[config.mk]
export PLATFORM = sky130hd
export DESIGN_NAME = http_response_header_parser
export DESIGN_NICKNAME = d
export VERILOG_FILES = /design/src/design/hrp_pkg.sv /design/src/design/hrp_fifo.sv /design/src/design/hrp_front.sv /design/src/design/hrp_back.sv /design/src/design/http_response_header_parser.sv
export SDC_FILE = /design/constraint.sdc
export NUM_CORES = 1
export LEC_CHECK = 0
export ABC_AREA = 0
export ABC_CLOCK_PERIOD_IN_PS = 5510
export BUFFER_PORTS_ARGS = -buffer_cell sky130_fd_sc_hd__buf_2
export CORE_MARGIN = 2
export CORE_UTILIZATION = 40
export DETAILED_ROUTE_END_ITERATION = 6
export GPL_ROUTABILITY_DRIVEN = 0
export GPL_TIMING_DRIVEN = 0
export SKIP_LAST_GASP = 1
export SLEW_MARGIN = 20
export SYNTH_ARGS = -nofsm -noshare
export SYNTH_HDL_FRONTEND = slang
export SYNTH_HIERARCHICAL = 1
export SYNTH_SLANG_ARGS = --single-unit
export TNS_END_PERCENT = 50
[constraint.sdc]
create_clock -name clk -period 5.51 [get_ports clk]
set_clock_uncertainty 0.05 [all_clocks]
set_input_delay 1.102 -clock clk [delete_from_list [all_inputs] [get_ports clk]]
set_output_delay 1.102 -clock clk [all_outputs]
set_load 0.02 [all_outputs]
[src/design/hrp_pkg.sv]
`default_nettype none
package hrp_pkg;

  localparam int LENGTH_BITS_DEF       = 32;
  localparam int HEADER_COUNT_BITS_DEF = 16;
  localparam int QUEUE_DEPTH_DEF       = 4;

  localparam int NAME_LEN = 14;

  localparam logic [7:0] CH_SPACE = 8'h20;
  localparam logic [7:0] CH_CR    = 8'h0D;
  localparam logic [7:0] CH_LF    = 8'h0A;
  localparam logic [7:0] CH_COLON = 8'h3A;
  localparam logic [7:0] CH_ZERO  = 8'h30;
  localparam logic [7:0] CH_NINE  = 8'h39;

  localparam logic [9:0] CODE_OK       = 10'd200;
  localparam logic [9:0] CODE_REDIRECT = 10'd302;

  localparam logic [7:0] NAME_UPPER [NAME_LEN] = '{
    8'h43, 8'h4F, 8'h4E, 8'h54, 8'h45, 8'h4E, 8'h54,
    8'h2D, 8'h4C, 8'h45, 8'h4E, 8'h47, 8'h54, 8'h48
  };
  localparam logic [7:0] NAME_MIXED [NAME_LEN] = '{
    8'h43, 8'h6F, 8'h6E, 8'h74, 8'h65, 8'h6E, 8'h74,
    8'h2D, 8'h4C, 8'h65, 8'h6E, 8'h67, 8'h74, 8'h68
  };

  typedef enum logic [1:0] {
    PH_STATUS,
    PH_HEADER,
    PH_BODY,
    PH_HALT
  } phase_t;

  typedef enum logic [2:0] {
    ERR_NONE,
    ERR_BAD_STATUS,
    ERR_REDIRECT,
    ERR_STATUS,
    ERR_NO_LENGTH,
    ERR_ZERO_LENGTH
  } err_t;

  // classified input word
  typedef struct packed {
    logic [7:0]          data;
    logic                sor;
    logic                is_space;
    logic                is_cr;
    logic                is_lf;
    logic                is_colon;
    logic                is_digit;
    logic [3:0]          digit;
    logic [NAME_LEN-1:0] hit_upper;
    logic [NAME_LEN-1:0] hit_mixed;
  } hrp_class_t;

  typedef struct packed {
    logic        body_valid;
    logic [7:0]  body_byte;
    logic        body_last;
    logic        header_done;
    logic [2:0]  fault;
    logic [9:0]  http_status;
    logic [31:0] content_length;
    logic [15:0] header_length;
  } hrp_result_t;

endpackage
`default_nettype wire

[src/design/hrp_fifo.sv]
`default_nettype none
module hrp_fifo #(
  parameter int WIDTH = 8,
  parameter int DEPTH = 4
) (
  input  wire logic             clk,
  input  wire logic             rst_n,
  input  wire logic             push,
  input  wire logic [WIDTH-1:0] wdata,
  output logic                  full,
  input  wire logic             pop,
  output logic      [WIDTH-1:0] rdata,
  output logic                  empty
);

  localparam int PTR_W = (DEPTH > 1) ? $clog2(DEPTH) : 1;
  localparam int CNT_W = $clog2(DEPTH + 1);

  logic [WIDTH-1:0] mem [DEPTH];
  logic [PTR_W-1:0] wr_ptr_r, wr_ptr_nxt;
  logic [PTR_W-1:0] rd_ptr_r, rd_ptr_nxt;
  logic [CNT_W-1:0] count_r, count_nxt;
  logic             do_push, do_pop;

  assign full    = (count_r == CNT_W'(DEPTH));
  assign empty   = (count_r == '0);
  assign do_push = push && !full;
  assign do_pop  = pop && !empty;
  assign rdata   = mem[rd_ptr_r];

  always_comb begin
    wr_ptr_nxt = wr_ptr_r;
    rd_ptr_nxt = rd_ptr_r;
    count_nxt  = count_r;
    if (do_push) begin
      wr_ptr_nxt = (wr_ptr_r == PTR_W'(DEPTH - 1)) ? '0 : wr_ptr_r + PTR_W'(1);
    end
    if (do_pop) begin
      rd_ptr_nxt = (rd_ptr_r == PTR_W'(DEPTH - 1)) ? '0 : rd_ptr_r + PTR_W'(1);
    end
    if (do_push && !do_pop) begin
      count_nxt = count_r + CNT_W'(1);
    end else if (do_pop && !do_push) begin
      count_nxt = count_r - CNT_W'(1);
    end
  end

  always_ff @(posedge clk) begin
    if (!rst_n) begin
      wr_ptr_r <= '0;
      rd_ptr_r <= '0;
      count_r  <= '0;
    end else begin
      wr_ptr_r <= wr_ptr_nxt;
      rd_ptr_r <= rd_ptr_nxt;
      count_r  <= count_nxt;
    end
  end

  always_ff @(posedge clk) begin
    if (do_push) begin
      mem[wr_ptr_r] <= wdata;
    end
  end

endmodule
`default_nettype wire

[src/design/hrp_front.sv]
`default_nettype none
module hrp_front (
  input  wire logic [7:0]         data_byte,
  input  wire logic               start_of_response,
  output hrp_pkg::hrp_class_t     cls
);

  always_comb begin
    cls           = '0;
    cls.data      = data_byte;
    cls.sor       = start_of_response;
    cls.is_space  = (data_byte == hrp_pkg::CH_SPACE);
    cls.is_cr     = (data_byte == hrp_pkg::CH_CR);
    cls.is_lf     = (data_byte == hrp_pkg::CH_LF);
    cls.is_colon  = (data_byte == hrp_pkg::CH_COLON);
    cls.is_digit  = (data_byte >= hrp_pkg::CH_ZERO) && (data_byte <= hrp_pkg::CH_NINE);
    cls.digit     = data_byte[3:0];
    // per-position header name compare, the back end picks by line position
    for (int i = 0; i < hrp_pkg::NAME_LEN; i++) begin
      cls.hit_upper[i] = (data_byte == hrp_pkg::NAME_UPPER[i]);
      cls.hit_mixed[i] = (data_byte == hrp_pkg::NAME_MIXED[i]);
    end
  end

endmodule
`default_nettype wire

[src/design/hrp_back.sv]
`default_nettype none
module hrp_back #(
  parameter int LENGTH_BITS       = hrp_pkg::LENGTH_BITS_DEF,
  parameter int HEADER_COUNT_BITS = hrp_pkg::HEADER_COUNT_BITS_DEF
) (
  input  wire logic                 clk,
  input  wire logic                 rst_n,
  input  wire logic                 item_valid,
  input  wire hrp_pkg::hrp_class_t  cls,
  input  wire logic                 res_full,
  output logic                      fire,
  output hrp_pkg::hrp_result_t      res
);

  localparam int LB  = LENGTH_BITS;
  localparam int HCB = HEADER_COUNT_BITS;

  hrp_pkg::phase_t phase_r, phase_nxt, cur_phase;
  hrp_pkg::err_t   err_r, err_nxt, cur_err;
  logic            space_r, space_nxt, cur_space;
  logic [2:0]      digits_r, digits_nxt, cur_digits;
  logic [9:0]      code_r, code_nxt, cur_code;
  logic            stopped_r, stopped_nxt, cur_stopped;
  logic [1:0]      crlf_r, crlf_nxt, cur_crlf;
  logic [3:0]      line_pos_r, line_pos_nxt, cur_line_pos;
  logic [1:0]      match_r, match_nxt, cur_match;
  logic [1:0]      vphase_r, vphase_nxt, cur_vphase;
  logic [LB-1:0]   length_r, length_nxt, cur_length;
  logic            seen_r, seen_nxt, cur_seen;
  logic [HCB-1:0]  hdr_r, hdr_nxt, cur_hdr;
  logic [LB-1:0]   body_r, body_nxt, cur_body;

  logic in_status, in_header, in_body;
  logic st_space, st_first_fail, st_second, st_len_fail, st_ok, st_redir, st_eol;
  logic hd_end, hd_line, hd_done;
  logic body_take, body_last;
  logic [1:0]      match_cmp;
  logic [12:0]     code_mul;
  logic [LB+3:0]   len_mul;
  logic            len_sat;
  logic [63:0]     len_ext;
  logic [31:0]     hdr_ext;

  assign fire = item_valid && !res_full;

  // a new response clears everything before its first word is taken
  assign cur_phase    = cls.sor ? hrp_pkg::PH_STATUS : phase_r;
  assign cur_err      = cls.sor ? hrp_pkg::ERR_NONE  : err_r;
  assign cur_space    = cls.sor ? 1'b0  : space_r;
  assign cur_digits   = cls.sor ? '0    : digits_r;
  assign cur_code     = cls.sor ? '0    : code_r;
  assign cur_stopped  = cls.sor ? 1'b0  : stopped_r;
  assign cur_crlf     = cls.sor ? '0    : crlf_r;
  assign cur_line_pos = cls.sor ? '0    : line_pos_r;
  assign cur_match    = cls.sor ? 2'b11 : match_r;
  assign cur_vphase   = cls.sor ? '0    : vphase_r;
  assign cur_length   = cls.sor ? '0    : length_r;
  assign cur_seen     = cls.sor ? 1'b0  : seen_r;
  assign cur_hdr      = cls.sor ? '0    : hdr_r;
  assign cur_body     = cls.sor ? '0    : body_r;

  assign in_status = (cur_phase == hrp_pkg::PH_STATUS);
  assign in_header = (cur_phase == hrp_pkg::PH_HEADER);
  assign in_body   = (cur_phase == hrp_pkg::PH_BODY);

  assign st_space      = in_status && cls.is_space;
  assign st_first_fail = st_space && !cur_space && (cur_hdr == '0);
  assign st_second     = st_space && cur_space;
  assign st_len_fail   = st_second && (cur_digits != 3'd3);
  assign st_ok         = st_second && (cur_digits == 3'd3) && !cur_stopped &&
                         (cur_code == hrp_pkg::CODE_OK);
  assign st_redir      = st_second && (cur_digits == 3'd3) && !cur_stopped &&
                         (cur_code == hrp_pkg::CODE_REDIRECT);
  assign st_eol        = in_status && (cls.is_cr || cls.is_lf);

  assign hd_end  = in_header && cls.is_lf && (cur_crlf == 2'd3);
  assign hd_line = in_header && cls.is_lf && (cur_crlf == 2'd1);
  assign hd_done = hd_end && cur_seen && (cur_length != '0);

  assign body_take = in_body && (cur_body < cur_length);
  assign body_last = body_take && ((cur_body + LB'(1)) == cur_length);

  assign match_cmp = cur_match & {cls.hit_mixed[cur_line_pos], cls.hit_upper[cur_line_pos]};
  assign code_mul  = {cur_code, 3'b000} + {2'b00, cur_code, 1'b0} + {9'd0, cls.digit};
  assign len_mul   = {1'b0, cur_length, 3'b000} + {3'b000, cur_length, 1'b0} +
                     {{LB{1'b0}}, cls.digit};
  assign len_sat   = |len_mul[LB+3:LB];

  // phase and error
  always_comb begin
    phase_nxt = cur_phase;
    err_nxt   = cur_err;
    priority if (st_first_fail || st_len_fail || st_eol) begin
      phase_nxt = hrp_pkg::PH_HALT;
      err_nxt   = hrp_pkg::ERR_BAD_STATUS;
    end else if (st_ok) begin
      phase_nxt = hrp_pkg::PH_HEADER;
    end else if (st_redir) begin
      phase_nxt = hrp_pkg::PH_HALT;
      err_nxt   = hrp_pkg::ERR_REDIRECT;
    end else if (st_second) begin
      phase_nxt = hrp_pkg::PH_HALT;
      err_nxt   = hrp_pkg::ERR_STATUS;
    end else if (hd_end && !cur_seen) begin
      phase_nxt = hrp_pkg::PH_HALT;
      err_nxt   = hrp_pkg::ERR_NO_LENGTH;
    end else if (hd_end && (cur_length == '0)) begin
      phase_nxt = hrp_pkg::PH_HALT;
      err_nxt   = hrp_pkg::ERR_ZERO_LENGTH;
    end else if (hd_end) begin
      phase_nxt = hrp_pkg::PH_BODY;
    end
  end

  // parse datapath
  always_comb begin
    space_nxt    = cur_space;
    digits_nxt   = cur_digits;
    code_nxt     = cur_code;
    stopped_nxt  = cur_stopped;
    crlf_nxt     = cur_crlf;
    line_pos_nxt = cur_line_pos;
    match_nxt    = cur_match;
    vphase_nxt   = cur_vphase;
    length_nxt   = cur_length;
    seen_nxt     = cur_seen;
    hdr_nxt      = cur_hdr;
    body_nxt     = cur_body;

    if ((in_status || in_header) && (cur_hdr != '1)) begin
      hdr_nxt = cur_hdr + HCB'(1);
    end

    if (in_status) begin
      if (cls.is_space) begin
        if (!cur_space && (cur_hdr != '0)) begin
          space_nxt = 1'b1;
        end
        if (st_ok) begin
          crlf_nxt     = '0;
          line_pos_nxt = '0;
          match_nxt    = '0;
          vphase_nxt   = '0;
        end
      end else if (!cls.is_cr && !cls.is_lf && cur_space) begin
        if ((cur_digits < 3'd3) && !cur_stopped) begin
          if (cls.is_digit) begin
            code_nxt = code_mul[9:0];
          end else begin
            stopped_nxt = 1'b1;
          end
        end
        if (cur_digits != 3'd7) begin
          digits_nxt = cur_digits + 3'd1;
        end
      end
    end

    if (hd_line) begin
      if ((cur_match != '0) && (cur_line_pos >= 4'(hrp_pkg::NAME_LEN))) begin
        seen_nxt = 1'b1;
      end
      line_pos_nxt = '0;
      match_nxt    = 2'b11;
      vphase_nxt   = '0;
      crlf_nxt     = 2'd2;
    end else if (in_header && !hd_end) begin
      if (cls.is_cr) begin
        crlf_nxt = (cur_crlf == 2'd2) ? 2'd3 : 2'd1;
      end else begin
        crlf_nxt = '0;
      end
      if (cur_line_pos < 4'(hrp_pkg::NAME_LEN)) begin
        match_nxt    = match_cmp;
        line_pos_nxt = cur_line_pos + 4'd1;
        if ((cur_line_pos == 4'(hrp_pkg::NAME_LEN - 1)) && (match_cmp != '0)) begin
          length_nxt = '0;
        end
      end else begin
        if (cur_match != '0) begin
          unique case (cur_vphase)
            2'd0: begin
              if (!cls.is_colon && !cls.is_space) begin
                if (cls.is_digit) begin
                  length_nxt = {{(LB-4){1'b0}}, cls.digit};
                  vphase_nxt = 2'd1;
                end else begin
                  vphase_nxt = 2'd2;
                end
              end
            end
            2'd1: begin
              if (!cls.is_digit) begin
                vphase_nxt = 2'd2;
              end else begin
                length_nxt = len_sat ? '1 : len_mul[LB-1:0];
              end
            end
            default: begin
            end
          endcase
        end
        if (cur_line_pos != 4'd15) begin
          line_pos_nxt = cur_line_pos + 4'd1;
        end
      end
    end

    if (body_take) begin
      body_nxt = cur_body + LB'(1);
    end
  end

  // result word
  always_comb begin
    len_ext             = 64'(length_nxt);
    hdr_ext             = 32'(hdr_nxt);
    res                 = '0;
    res.body_valid      = body_take;
    res.body_byte       = body_take ? cls.data : 8'd0;
    res.body_last       = body_last;
    res.header_done     = hd_done;
    res.fault           = err_nxt;
    res.http_status     = code_nxt;
    res.content_length  = (len_ext[63:32] != '0) ? 32'hFFFF_FFFF : len_ext[31:0];
    res.header_length   = (hdr_ext[31:16] != '0) ? 16'hFFFF : hdr_ext[15:0];
  end

  always_ff @(posedge clk) begin
    if (!rst_n) begin
      phase_r    <= hrp_pkg::PH_STATUS;
      err_r      <= hrp_pkg::ERR_NONE;
      space_r    <= 1'b0;
      digits_r   <= '0;
      code_r     <= '0;
      stopped_r  <= 1'b0;
      crlf_r     <= '0;
      line_pos_r <= '0;
      match_r    <= 2'b11;
      vphase_r   <= '0;
      length_r   <= '0;
      seen_r     <= 1'b0;
      hdr_r      <= '0;
      body_r     <= '0;
    end else if (fire) begin
      phase_r    <= phase_nxt;
      err_r      <= err_nxt;
      space_r    <= space_nxt;
      digits_r   <= digits_nxt;
      code_r     <= code_nxt;
      stopped_r  <= stopped_nxt;
      crlf_r     <= crlf_nxt;
      line_pos_r <= line_pos_nxt;
      match_r    <= match_nxt;
      vphase_r   <= vphase_nxt;
      length_r   <= length_nxt;
      seen_r     <= seen_nxt;
      hdr_r      <= hdr_nxt;
      body_r     <= body_nxt;
    end
  end

  a_err_halt: assert property (@(posedge clk) disable iff (!rst_n)
    (err_r != hrp_pkg::ERR_NONE) == (phase_r == hrp_pkg::PH_HALT))
    else $error("error code and halt phase disagree");

  a_fail_halts: assert property (@(posedge clk) disable iff (!rst_n)
    fire && (err_nxt != hrp_pkg::ERR_NONE) |=> phase_r == hrp_pkg::PH_HALT)
    else $error("failed word did not halt the parser");

  a_done_body: assert property (@(posedge clk) disable iff (!rst_n)
    fire && res.header_done |=> (phase_r == hrp_pkg::PH_BODY) && (body_r == '0) &&
                                (length_r != '0))
    else $error("header end did not enter body with a length");

  a_body_bound: assert property (@(posedge clk) disable iff (!rst_n)
    (phase_r == hrp_pkg::PH_BODY) |-> (body_r <= length_r))
    else $error("body count ran past content length");

  a_last_valid: assert property (@(posedge clk) disable iff (!rst_n)
    fire && res.body_last |-> res.body_valid && (body_nxt == length_nxt))
    else $error("last flag without completing body");

endmodule
`default_nettype wire

[src/design/http_response_header_parser.sv]
// Path: an accepted byte waits in the class queue, then the back end parses it and
// pushes its result word into the result queue; a full result queue stalls it.
// Throughput: one byte per cycle unless the result queue fills; the per-byte parse
// update in the back end and the one-word-per-cycle queues set this figure.
// Reset (rst_n low, synchronous): both queues empty, parser back to the status line.
`default_nettype none
module http_response_header_parser #(
  parameter int LENGTH_BITS       = hrp_pkg::LENGTH_BITS_DEF,
  parameter int HEADER_COUNT_BITS = hrp_pkg::HEADER_COUNT_BITS_DEF,
  parameter int QUEUE_DEPTH       = hrp_pkg::QUEUE_DEPTH_DEF
) (
  input  wire logic        clk,
  input  wire logic        rst_n,
  input  wire logic        in_push,
  output logic             in_full,
  input  wire logic [7:0]  in_data_byte,
  input  wire logic        in_start_of_response,
  output logic             out_empty,
  input  wire logic        out_pop,
  output logic             out_body_valid,
  output logic      [7:0]  out_body_byte,
  output logic             out_body_last,
  output logic             out_header_done,
  output logic      [2:0]  out_fault,
  output logic      [9:0]  out_http_status,
  output logic      [31:0] out_content_length,
  output logic      [15:0] out_header_length
);

  localparam int CLS_W = $bits(hrp_pkg::hrp_class_t);
  localparam int RES_W = $bits(hrp_pkg::hrp_result_t);

  hrp_pkg::hrp_class_t  cls_in, cls_q;
  hrp_pkg::hrp_result_t res_d, res_q;
  logic [CLS_W-1:0]     cls_q_bits;
  logic [RES_W-1:0]     res_q_bits;
  logic                 mid_empty, res_full, back_fire;

  hrp_front u_front (
    .data_byte         (in_data_byte),
    .start_of_response (in_start_of_response),
    .cls               (cls_in)
  );

  hrp_fifo #(
    .WIDTH (CLS_W),
    .DEPTH (QUEUE_DEPTH)
  ) u_mid_q (
    .clk   (clk),
    .rst_n (rst_n),
    .push  (in_push),
    .wdata (CLS_W'(cls_in)),
    .full  (in_full),
    .pop   (back_fire),
    .rdata (cls_q_bits),
    .empty (mid_empty)
  );

  assign cls_q = hrp_pkg::hrp_class_t'(cls_q_bits);

  hrp_back #(
    .LENGTH_BITS       (LENGTH_BITS),
    .HEADER_COUNT_BITS (HEADER_COUNT_BITS)
  ) u_back (
    .clk        (clk),
    .rst_n      (rst_n),
    .item_valid (!mid_empty),
    .cls        (cls_q),
    .res_full   (res_full),
    .fire       (back_fire),
    .res        (res_d)
  );

  hrp_fifo #(
    .WIDTH (RES_W),
    .DEPTH (QUEUE_DEPTH)
  ) u_res_q (
    .clk   (clk),
    .rst_n (rst_n),
    .push  (back_fire),
    .wdata (RES_W'(res_d)),
    .full  (res_full),
    .pop   (out_pop),
    .rdata (res_q_bits),
    .empty (out_empty)
  );

  assign res_q              = hrp_pkg::hrp_result_t'(res_q_bits);
  assign out_body_valid     = res_q.body_valid;
  assign out_body_byte      = res_q.body_byte;
  assign out_body_last      = res_q.body_last;
  assign out_header_done    = res_q.header_done;
  assign out_fault          = res_q.fault;
  assign out_http_status    = res_q.http_status;
  assign out_content_length = res_q.content_length;
  assign out_header_length  = res_q.header_length;

endmodule
`default_nettype wire
==> results.txt <==
Critical Path, Cell by Cell - buf_12 -> mux4_2 -> clkinv_4 -> buf_12 -> clkbuf_16 -> clkbuf_16 -> nand2_1 -> inv_1 -> ha_1 -> ha_2 -> o211ai_1 -> o21a_2 -> a2111oi_4 -> o21ai_2 -> and4_1 -> a311oi_4 -> nand3_4 -> buf_6 -> o31ai_4 -> nand2_2
Share of layout cells above drive strength 1 - 20.1%
Worst VDD drop - 263 uV
Vias in the first global route - 22242
Vias per inst - 5.93
All-Layer GR Usage - 22.3%
Pin count of the biggest net entering global routing - 45
DRC viols - 0
Global-route wire length before repair - 136000 um
CTS sink count - 601
Total core area - 77200 um^2
Relative slew margins - 26.4%
Netlist cell types - 101
Routed length per placed instance - 23.4 um
Maximum buffer depth of the clock tree - 3
Register area share after synthesis - 53.9%
Area Overhead vs Synth - 16.0%
Final Power - 17.6 mW
Highest cell delay on the worst timing path - 620 ps
Number of synthesized flops with an enable pin - 472
Root Buffer - clkbuf_16
Worst-path clk slew - 60 ps
# rows - 102
Critical R2R Capture - u_res_q/mem[2][17]
Crit path kind - flop to flop
Slowest library cell on the worst path - mux4_2
Reg-to-reg slack, setup - 90 ps
Post-layout min period - 5420 ps
Yosys Warn Count - 6
1st-iter DRT viols - 2651
Main synth FF type - edfxtp_1
FFs w/ async S/R, synth - 0%
Syn Area/Cell - 12.3 um^2
Post-synthesis register bit count - 601
Worst r2r path cells - 20
Req. time, crit path - 5780 ps
Worst EP arrival - 5690 ps
I/O Buffers - 85
Final Cycle Share - 98.4%
Final ANT Viol Nets - 0
DR pass1 iterations - 6
Synthesized area - 31100 um^2
Crit start category - flop
Worst skew pair latency - 630 ps
Initial Util - 40.3%
Fmax achieved - 0.185 GHz
Synth Instances - 2537
WL final - 89500 um
Total number of vias - 22717
Layout Cells excl Fill - 3829
Initial antenna violation count - 0
Max-cap check violation count - 0
Total global routing overflow - 0
Leakage - 12.9 nW
Setup violations, final - 0
Syn nets - 2681
Pwr Density - 489 nW/um^2
Run status - finished, final reports clean
Die area - 80000 um^2
Total CTS buffers - 66
Nets - 2881
CP max FO - 10
Die Y - 283 um
H-tree depth - 3
Post-placement cell count - 3670
Post-DP HPWL - 63900 um
Die width - 283 um
CP endpoint kind - flop
Hold Crit Class - flop to flop
Least-Margin Pin Slew - 1100 ps
Io pins - 87
CTS tree - built
Final Max Slew Viols - 0
Final hold viol count - 0
Critical path destination - u_res_q/mem[2][17]
## registers in the layout, summed over array words and instances (netlist names), 3 cells and up, named ones only
signal,flops
u_back/line_pos_r,4
u_mid_q/mem,184
u_back/err_r,3
u_back/code_r,10
u_back/body_r,32
u_back/length_r,32
u_mid_q/count_r,3
u_back/digits_r,3
u_res_q/count_r,3
u_back/hdr_r,16
u_res_q/mem,288
## cell families after synthesis
kind of cell	Yosys count	synth area share (%)
muxes	137	9.39
and+or+nand+nor	774	13.2
adders and majority gates	131	5.39
DFF	601	53.9
buffers and inverters	265	4.45
xor gates and xnor gates	108	3.04
AOI/OAI and AO/OA	521	10.7
## final cells by class
class	count	area (um^2)
Inverter	88	335
Tap cell	1040	1300
Antenna cell	1	2.50
Sequential cell	601	16800
Buffer	172	1190
Multi-Input combinational cell	1671	13400
Timing Repair Buffer	137	1010
Fill cell	6752	41100
Clock inverter	33	345
Clock buffer	86	1780
## power by group
part	internal, mW	switching, mW
clock	2.42	1.88
sequential	5.91	0.352
combinational	2.48	4.58
## how the worst min path moves through the flow
| stage | from | end | slack [ps] | cells after the start |
|---|---|---|---|---|
| 2_1_floorplan | u_back/err_r[1] | u_back/err_r[1] | 390 | 2 |
| 3_3_place_gp | u_back/err_r[2] | u_back/err_r[2] | 390 | 2 |
| 3_5_place_dp | u_back/err_r[2] | u_back/err_r[2] | 400 | 2 |
| 4_1_cts | u_back/err_r[2] | u_back/err_r[2] | 410 | 2 |
| 5_1_grt | u_back/err_r[1] | u_back/err_r[1] | 430 | 2 |
| 6_report | u_back/err_r[2] | u_back/err_r[2] | 410 | 2 |
## timing repair
action	4_1_cts	5_1_grt
hold buffers	0	0
cloned	1	0
pin swaps	14	12
setup buffers	23	20
setup endpoints to repair	305	202
resized for setup	142	20
## per-stage QoR
stage | hold WS, ps | setup slack (ps) | setup TNS [ps] | area, um^2 | utilization (%)
finish | 410 | 90.7 | 0 | 36100 | 46.7
global route | 432 | -14.2 | -115 | 36100 | 46.7
CTS | 407 | 17.5 | 0 | 35900 | 46.5
floorplan | 387 | 197 | 0 | 31100 | -
global placement | 394 | -2600 | -738480 | 32800 | 42.5
detailed placement | 399 | -2580 | -492690 | 33100 | 42.8
## layout by cell type, fill, tap and decap left out, types with 17 or more instances in the layout
cell       netlist  layout
a21o_1          26      26
a21oi_1        114     113
a31oi_1         55      54
and2_1          25      17
and3_1          31      30
buf_12          11      20
buf_2           33     112
buf_4           30      68
clkbuf_1        89      96
clkbuf_16        0      70
dfxtp_1        129     128
edfxtp_1       472     472
ha_1           126     123
inv_1           86      84
mux4_2         112     113
nand2_1        241     222
nand2_2          1      18
nand2b_1        19      18
nand3_1         62      61
nand4_1         29      29
nor2_1         136     129
nor2b_1         68      57
nor3_1          33      32
nor4_1          28      27
o211ai_1        31      31
o21ai_0        145     136
or4_1           24      24
xnor2_1         78      78
xor2_1          30      30
## critical path: cells and delay by family, from the launching register on
kind | cells | cell delay (ps)
flops | 1 | 340
simple gates | 4 | 770
compound gates | 6 | 1540
buf+inv | 7 | 1100
mux | 1 | 620
fa+ha+maj | 2 | 660
## metal layers
layer	track usage (%)	share of wire [%]	up-vias
li1	-	-	10076
met4	10.3	4.8	0
met5	0	0	-
met1	29.2	41	11265
met2	35.4	46	1122
met3	4.95	8.5	254
## synth_stat cells (all sizes together), types with 7 or more instances
master | count | area (um^2)
nand4b | 11 | 96.3
nand2 | 242 | 911
or4 | 24 | 180
and2 | 25 | 156
clkbuf | 90 | 339
and3 | 31 | 194
inv | 86 | 323
nor4 | 32 | 260
o21bai | 10 | 86.3
ha | 126 | 1580
a211oi | 14 | 105
nor2 | 138 | 523
xor2 | 30 | 263
edfxtp | 472 | 14200
a22oi | 10 | 75.1
o211ai | 31 | 233
nor3 | 36 | 195
a31oi | 55 | 344
xnor2 | 78 | 683
o21ai | 160 | 801
mux4 | 120 | 2730
nand2b | 19 | 119
buf | 87 | 716
o22ai | 11 | 68.8
or3 | 12 | 75.1
a21oi | 115 | 579
nand4 | 33 | 258
nor2b | 70 | 443
dfxtp | 129 | 2580
o21a | 9 | 67.6
a221oi | 8 | 70.1
nand3 | 64 | 330
mux2i | 14 | 153
a21o | 26 | 195
o31ai | 7 | 52.6
Note: power is estimated with default switching activity, not from simulation.
